File: src/rtl/core/dbc_pkg.sv
package dbc_pkg;

    // Configuration register indexes
    localparam logic [7:0] REG_RADIUS  = 8'd0;
    localparam logic [7:0] REG_MIN_PTS = 8'd1;

    localparam int CFG_IDX_W  = 8;
    localparam int CFG_DATA_W = 32;
    localparam int RADIUS_W   = 32;
    localparam int MIN_PTS_W  = 7;

    localparam logic [RADIUS_W-1:0]  RADIUS_RESET  = 32'd10;
    localparam logic [MIN_PTS_W-1:0] MIN_PTS_RESET = 7'd1;

    // Commands from the controller to the datapath
    typedef struct packed {
        logic load;
        logic row_rd;
        logic row_init;
        logic row_cap;
        logic issue;
        logic row_wr;
        logic i_clr;
        logic i_inc;
        logic seed;
        logic fetch;
        logic take;
        logic pop;
        logic pop_rd;
        logic pop_wr;
        logic nc_inc;
        logic out_rd;
        logic clr_all;
    } dbc_cmd_t;

    // Status from the datapath to the controller
    typedef struct packed {
        logic j_last;
        logic i_last;
        logic seed_ok;
        logic found;
        logic push_ok;
        logic sp_one;
    } dbc_sts_t;

endpackage

File: src/rtl/core/dbc_ctrl.sv
module dbc_ctrl (
    input  logic              aclk,
    input  logic              aresetn,
    input  logic              s_accept,
    input  logic              s_last,
    input  logic              m_accept,
    input  dbc_pkg::dbc_sts_t sts,
    output dbc_pkg::dbc_cmd_t cmd,
    output logic              s_ready,
    output logic              m_valid
);
    import dbc_pkg::*;

    typedef enum logic [3:0] {
        ST_LOAD, ST_ROWA, ST_ROWB, ST_COMP, ST_DRAIN, ST_ROWW, ST_SCAN,
        ST_FETCH, ST_EXP, ST_POPR, ST_POPW, ST_SNEXT, ST_OUTA, ST_OUTB
    } state_t;

    state_t state_reg, state_next;
    logic   s_ready_reg, s_ready_next;
    logic   m_valid_reg, m_valid_next;

    // Next state and per-state commands
    always_comb begin
        state_next = state_reg;
        cmd        = '0;
        case (state_reg)
            ST_LOAD: begin
                if (s_accept) begin
                    cmd.load = 1'b1;
                    if (s_last) begin
                        cmd.i_clr  = 1'b1;
                        state_next = ST_ROWA;
                    end
                end
            end
            ST_ROWA: begin
                cmd.row_rd   = 1'b1;
                cmd.row_init = 1'b1;
                state_next   = ST_ROWB;
            end
            ST_ROWB: begin
                cmd.row_cap = 1'b1;
                cmd.issue   = 1'b1;
                state_next  = sts.j_last ? ST_DRAIN : ST_COMP;
            end
            ST_COMP: begin
                cmd.issue = 1'b1;
                if (sts.j_last) begin
                    state_next = ST_DRAIN;
                end
            end
            ST_DRAIN: begin
                state_next = ST_ROWW;
            end
            ST_ROWW: begin
                cmd.row_wr = 1'b1;
                if (sts.i_last) begin
                    cmd.i_clr  = 1'b1;
                    state_next = ST_SCAN;
                end else begin
                    cmd.i_inc  = 1'b1;
                    state_next = ST_ROWA;
                end
            end
            ST_SCAN: begin
                if (sts.seed_ok) begin
                    cmd.seed   = 1'b1;
                    state_next = ST_FETCH;
                end else begin
                    state_next = ST_SNEXT;
                end
            end
            ST_FETCH: begin
                cmd.fetch  = 1'b1;
                state_next = ST_EXP;
            end
            ST_EXP: begin
                if (sts.found) begin
                    cmd.take = 1'b1;
                    if (sts.push_ok) begin
                        state_next = ST_FETCH;
                    end
                end else begin
                    cmd.pop = 1'b1;
                    if (sts.sp_one) begin
                        cmd.nc_inc = 1'b1;
                        state_next = ST_SNEXT;
                    end else begin
                        state_next = ST_POPR;
                    end
                end
            end
            ST_POPR: begin
                cmd.pop_rd = 1'b1;
                state_next = ST_POPW;
            end
            ST_POPW: begin
                cmd.pop_wr = 1'b1;
                state_next = ST_FETCH;
            end
            ST_SNEXT: begin
                if (sts.i_last) begin
                    cmd.i_clr  = 1'b1;
                    state_next = ST_OUTA;
                end else begin
                    cmd.i_inc  = 1'b1;
                    state_next = ST_SCAN;
                end
            end
            ST_OUTA: begin
                cmd.out_rd = 1'b1;
                state_next = ST_OUTB;
            end
            ST_OUTB: begin
                if (m_accept) begin
                    if (sts.i_last) begin
                        cmd.clr_all = 1'b1;
                        state_next  = ST_LOAD;
                    end else begin
                        cmd.i_inc  = 1'b1;
                        state_next = ST_OUTA;
                    end
                end
            end
            default: begin
                state_next = ST_LOAD;
            end
        endcase
        s_ready_next = (state_next == ST_LOAD);
        m_valid_next = (state_next == ST_OUTB);
    end

    // State and registered handshake outputs
    always_ff @(posedge aclk) begin
        if (!aresetn) begin
            state_reg   <= ST_LOAD;
            s_ready_reg <= 1'b0;
            m_valid_reg <= 1'b0;
        end else begin
            state_reg   <= state_next;
            s_ready_reg <= s_ready_next;
            m_valid_reg <= m_valid_next;
        end
    end

    assign s_ready = s_ready_reg;
    assign m_valid = m_valid_reg;

endmodule

File: config.mk
export PLATFORM = sky130hd
export DESIGN_NAME = dbc_ctrl
export DESIGN_NICKNAME = d
export VERILOG_FILES = /design/src/rtl/core/dbc_pkg.sv /design/src/rtl/core/dbc_ctrl.sv
export SDC_FILE = /design/constraint.sdc
export NUM_CORES = 1
export LEC_CHECK = 0
export ABC_CLOCK_PERIOD_IN_PS = 4000
export BUFFER_PORTS_ARGS = -buffer_cell sky130_fd_sc_hd__clkbuf_2
export CAP_MARGIN = 20
export CORE_AREA = 8 8 45 47
export CTS_CLUSTER_DIAMETER = 30
export DETAILED_ROUTE_END_ITERATION = 12
export DIE_AREA = 0 0 53 55
export GPL_TIMING_DRIVEN = 0
export MAX_ROUTING_LAYER = met4
export PLACE_DENSITY = 0.79
export SLEW_MARGIN = 40
export SYNTH_ARGS = -nofsm -noshare
export SYNTH_HDL_FRONTEND = slang
export SYNTH_SLANG_ARGS = --single-unit
File: constraint.sdc
create_clock -name aclk -period 4 [get_ports aclk]
set_input_delay 0.4 -clock aclk [delete_from_list [all_inputs] [get_ports aclk]]
set_output_delay 0.4 -clock aclk [all_outputs]
set_load 0.02 [all_outputs]
==> results.ini, run 1 <==
[run_status]
status=finished clean

[sta]
hold_viol_final=0
fmax_mhz=456.9
setup_slack_ps=1812
slew_headroom_pct=73.12
period_minus_slack_ps=2188
hold_ws_ps=422.9
drv_slew=0
worst_pin_slew_ps=402.4
fin_setup_tns_ps=0
rsz0062_at_grt=no
fin_crit_sh_pct=54.71
clock_skew_ps=0.2389
finalSetupViolations=0

[critical_path]
regToRegSetupSlack_ps=2130
cp.required_ps=3600
r2r_start=state_reg[1]
rr_worst_depth=5
criticalPathCategory=reg -> out
cp_max_fo=10
r2r_end=m_valid
crit_arrival_ps=1790
endpoint_kind=output port
start_kind=flip-flop

[synthesis]
synth_seq_cells=6
ys_seq_area_share_pct=19.96
ys_async_sr_fraction_pct=0
synth.area.mux_share_pct=3.326
synth_edf_count=0
netlist_area_um2=601.8
synth-simple-area-share_pct=50.10
synthFlopType=dfxtp_1
yosysMostFrequentCell=nor2_1
synthXorXnorAreaFrac_pct=0
synthCells=85
synth_top_cell_by_area=dfxtp_1
synth.top_cell.area_share_pct=19.96
synth_adder_area_share_pct=0
synth_fp_nets=96
syn_area_per_cell_um2=7.080
synth_commonest_cells=nor2_1 (9), and2_1 (6), dfxtp_1 (6), nand2_1 (6)
synth_compound_area_share_pct=19.75
yosys_warnings=0
synth.distinct_cells=33
synth_top_family_by_area=simple AND/OR/NAND/NOR gates
synth_area_leaders=dfxtp_1 (20%), and2_1 (6.2%), nor3b_1 (6.2%)

[route]
wire_per_inst_um=13.33
vias_per_cell=5.712
drt-met1-wl_um=774
drt_iter0_drc=20
finalWirelength_um=1760
dr.pass1.iters=4
met2WireLength_um=894
top_layer=met3
drc=0
wl_met3_um=91
vias=754
drtAntennaViolNets=0

[power]
power_density_nw_per_um2=304.0
power_mw=0.2385
vdd_drop_max_mv=0.1127
p_leak_nw=0.3727

[floorplanning]
io_pins=30
dieWidth_um=53
core_um2=1384
die-area_um2=2915
start_util_pct=43.49
rows=14
dieHeight_um=55

[clocking]
cts_inserted_buffers=3
clk_pin_slew_ps=40
cts-resized-gates=0
cts_buffer_depth=2
cts_root_buf=clkbuf_4
cts_hold_buf=0
cts_setup_buffers=0
clock_latency_ps=240
cts_max_level=1
cts_tree=built
clock_sinks=6

[place]
port_buffers=28
place_hpwl_um=1415
place_ws_ps=2048
placed_area_um2=762.0
dpl.cell_count=129
gp_congestion=0.8935

[global_routing]
antenna_found_initial=0
grt_start_max_net_pins=11
grt-ovfl-total=0
grtUsageTotal_pct=12.91
grt_pass1_wl_um=2960
grt_pass1_vias=701

[cells_and_area]
final_cell_area_um2=784.5
diodes=0
nets=129
largest_reg_flops=4
area_growth_pct=30.35
layout-drive-gt1-share_pct=31.90
fin_util_pct=56.69
instances_no_fill=132

[worst_hold_path]
hold_start=aresetn
hold-path-endpoint=state_reg[2]
hold_depth=2
hp-class=in -> reg

[flow_run]
timing.max_cap.violations=0

routing by layer:
| metal | track usage (%) | vias up |
|---|---|---|
| met3 | 1.872 | 0 |
| met5 | - | - |
| met4 | 1.293 | 0 |
| met1 | 15.85 | 349 |
| met2 | 22.46 | 33 |
| li1 | - | 372 |
worst max-delay path, stage by stage, from the launching register on:
cell and delay, ps:
dfxtp_1 310, clkbuf_1 320, buf_2 270, nor3b_1 210
a21oi_1 70, nor3b_1 170, clkbuf_2 190
how the worst max path moves through the flow:
stage | from | to | slack (ps)
finish | state_reg[2] | cmd[9] | 1810
global route | state_reg[2] | cmd[9] | 1660
CTS | state_reg[2] | cmd[9] | 1790
detailed placement | state_reg[2] | cmd[9] | 2050
global placement | state_reg[2] | cmd[9] | 2120
floorplan | state_reg[2] | cmd[9] | 2080
logic make-up (layout without fill, tap and decap cells):
group | Yosys count | count (layout)
simple gates | 51 | 51
compound gates | 17 | 17
buf+inv | 9 | 40
flops | 6 | 6
mux | 2 | 2
report_power, final:
part	internal, mW	switching [mW]
sequential	0.0669	0.00251
clock	0.0338	0.0196
combinational	0.0450	0.0707
total	0.146	0.0928
area by class of cell:
cell class                      instances  area [µm²]
Timing Repair Buffer                   28       140.1
Multi-Input combinational cell         70       440.4
Fill cell                             147       599.3
Tap cell                               16       20.02
Clock buffer                            3       22.52
Sequential cell                         6       120.1
Buffer                                  9       41.29
cells in the final DEF (no fill, tap or decap):
cell type  instances
a2111o_1           1
a21oi_1            2
a221o_1            1
a31oi_1            1
and2_1             6
and3_1             4
and4b_1            1
and4b_4            1
buf_2              3
buf_4              1
clkbuf_1           5
clkbuf_2          28
clkbuf_4           3
dfxtp_1            6
mux2i_1            2
nand2_1            6
nand2b_1           5
nand3_1            3
nand3b_1           1
nand4_1            1
nand4b_1           2
nor2_1             9
nor2b_1            2
nor2b_2            1
nor3_1             2
nor3b_1            5
nor4_1             1
o2111ai_1          2
o211ai_1           1
o21a_1             1
o21ai_0            5
o21bai_1           1
o221ai_1           1
o31ai_1            1
or3_1              1
Note: power is estimated with default switching activity, not from simulation.
==> inputs of run 2 (changes only) <==
Settings changed: ABC_CLOCK_PERIOD_IN_PS 4000 to 1900, CORE_AREA 8 8 45 47 to default, CORE_MARGIN from default to 8, CORE_UTILIZATION from default to 39, DIE_AREA 0 0 53 55 to default, PLACE_DENSITY 0.79 to 0.73.
Clock period 4 ns to 1.9 ns, I/O delays scaled along.
==> results.ini, run 2 (synthesis results as in run 1) <==
[run_status]
status=finished clean

[global_routing]
antenna_found_initial=0
grt-ovfl-total=0
grt_start_max_net_pins=11
grt_pass1_wl_um=3270
grt_pass1_vias=756
grtUsageTotal_pct=12.29

[power]
p_seq_share_pct=30.2
internal-power_mw=0.3092
comb_power_share_pct=47.7
p_clk_share_pct=22.1
power_density_nw_per_um2=638.6
vdd_drop_max_mv=0.2090
p_leak_nw=0.3825
netSwitchingFraction_pct=38.87
power_mw=0.5058
p_switching_mw=0.1966

[critical_path]
regToRegSetupSlack_ps=130
crit_arrival_ps=1610
endpoint_kind=output port
r2r_start=state_reg[3]
start_kind=flip-flop
cp_max_fo=10
r2r_end=m_valid
rr_worst_depth=5
cp.required_ps=1710
criticalPathCategory=reg -> out
critPathLaunch=state_reg[3]

[sta]
hold_viol_final=0
period_minus_slack_ps=1801
fin_setup_tns_ps=0
hold_ws_ps=218.4
clock_skew_ps=2.731
worst_pin_slew_ps=442.4
setup_slack_ps=98.82
finalSetupViolations=0
fin_crit_sh_pct=94.80
drv_slew=0
slew_headroom_pct=70.44
rsz0062_at_grt=yes
fmax_mhz=555.2

[cells_and_area]
largest_reg_flops=4
final_common_cell=clkbuf_2
final_cell_area_um2=792.0
diodes=0
layout-drive-gt1-share_pct=36.52
nets=128
instances_no_fill=131
area_growth_pct=31.60
fin_util_pct=53.83
most-common-layout-cells=clkbuf_2 (30), nor2_1 (8), and2_1 (6), nand2_1 (6), dfxtp_1 (6)

[route]
wire_per_inst_um=14.10
drt_iter0_drc=22
finalWirelength_um=1847
dr.pass1.iters=4
drc=0
vias=748
drtAntennaViolNets=0
vias_per_cell=5.710

[clocking]
cts_tree=built
cts_setup_buffers=0
cts-resized-gates=1
cts_root_buf=clkbuf_4
clk_pin_slew_ps=40
cts_hold_buf=0
cts_max_level=1
clock_latency_ps=240
cts_inserted_buffers=3
clock_sinks=6
cts_buffer_depth=2

[worst_hold_path]
hp-class=in -> reg
hold-path-endpoint=state_reg[2]
hold_depth=2
hold_start=aresetn

[floorplanning]
start_util_pct=40.90
rows=14
core_um2=1471
die-area_um2=3056
dieHeight_um=55.28
io_pins=30
dieWidth_um=55.28

[place]
port_buffers=28
dpl.cell_count=129
gp_congestion=0.9013
placed_area_um2=762.0
place_hpwl_um=1471
place_ws_ps=97.41

[flow_run]
timing.max_cap.violations=0

-- run 2: changes by cell type in the layout (fill, tap and decap cells not counted) --
cell / change
clkbuf_4: +1
nor2_1: -1
clkbuf_1: -4
nor2b_1: -1
clkbuf_2: +2
nor2b_2: +1
nor2_2: +1
-- run 2: routing by layer --
metal	vias up	global-route usage (%)	part of all wire, %
met2	21	20.99	52
met4	0	5.282	0.87
li1	370	-	-
met1	355	13.50	43
met3	2	2.283	4.5
met5	-	-	0
-- run 2: area by class of cell --
cell class                      count  area [µm²]
Buffer                              8       43.79
Clock buffer                        3       22.52
Fill cell                         159       679.4
Multi-Input combinational cell     70       445.4
Sequential cell                     6       120.1
Tap cell                           16       20.02
Timing Repair Buffer               28       140.1
-- run 2: critical path, stage by stage (launching register included) --
cell	delay, ps
dfxtp_1	380
clkbuf_2	220
nor2b_1	160
nor3b_1	170
a21oi_1	70
nor3b_1	180
clkbuf_2	200
-- run 2: worst max path at each step --
stage	endpoint	cells after the start
floorplan	m_valid	6
global placement	m_valid	5
detailed placement	m_valid	5
CTS	cmd[2]	6
global route	cmd[9]	6
finish	cmd[9]	6
-- run 2: power groups by stage --
stage | clock [mW] | combinational (mW) | sequential (mW)
global route | 0.121 | 0.265 | 0.155
detailed placement | 0 | 0.242 | 0.148
global placement | 0 | 0.240 | 0.148
finish | 0.112 | 0.241 | 0.153
CTS | 0.116 | 0.244 | 0.146
floorplan | 0 | 0.166 | 0.154
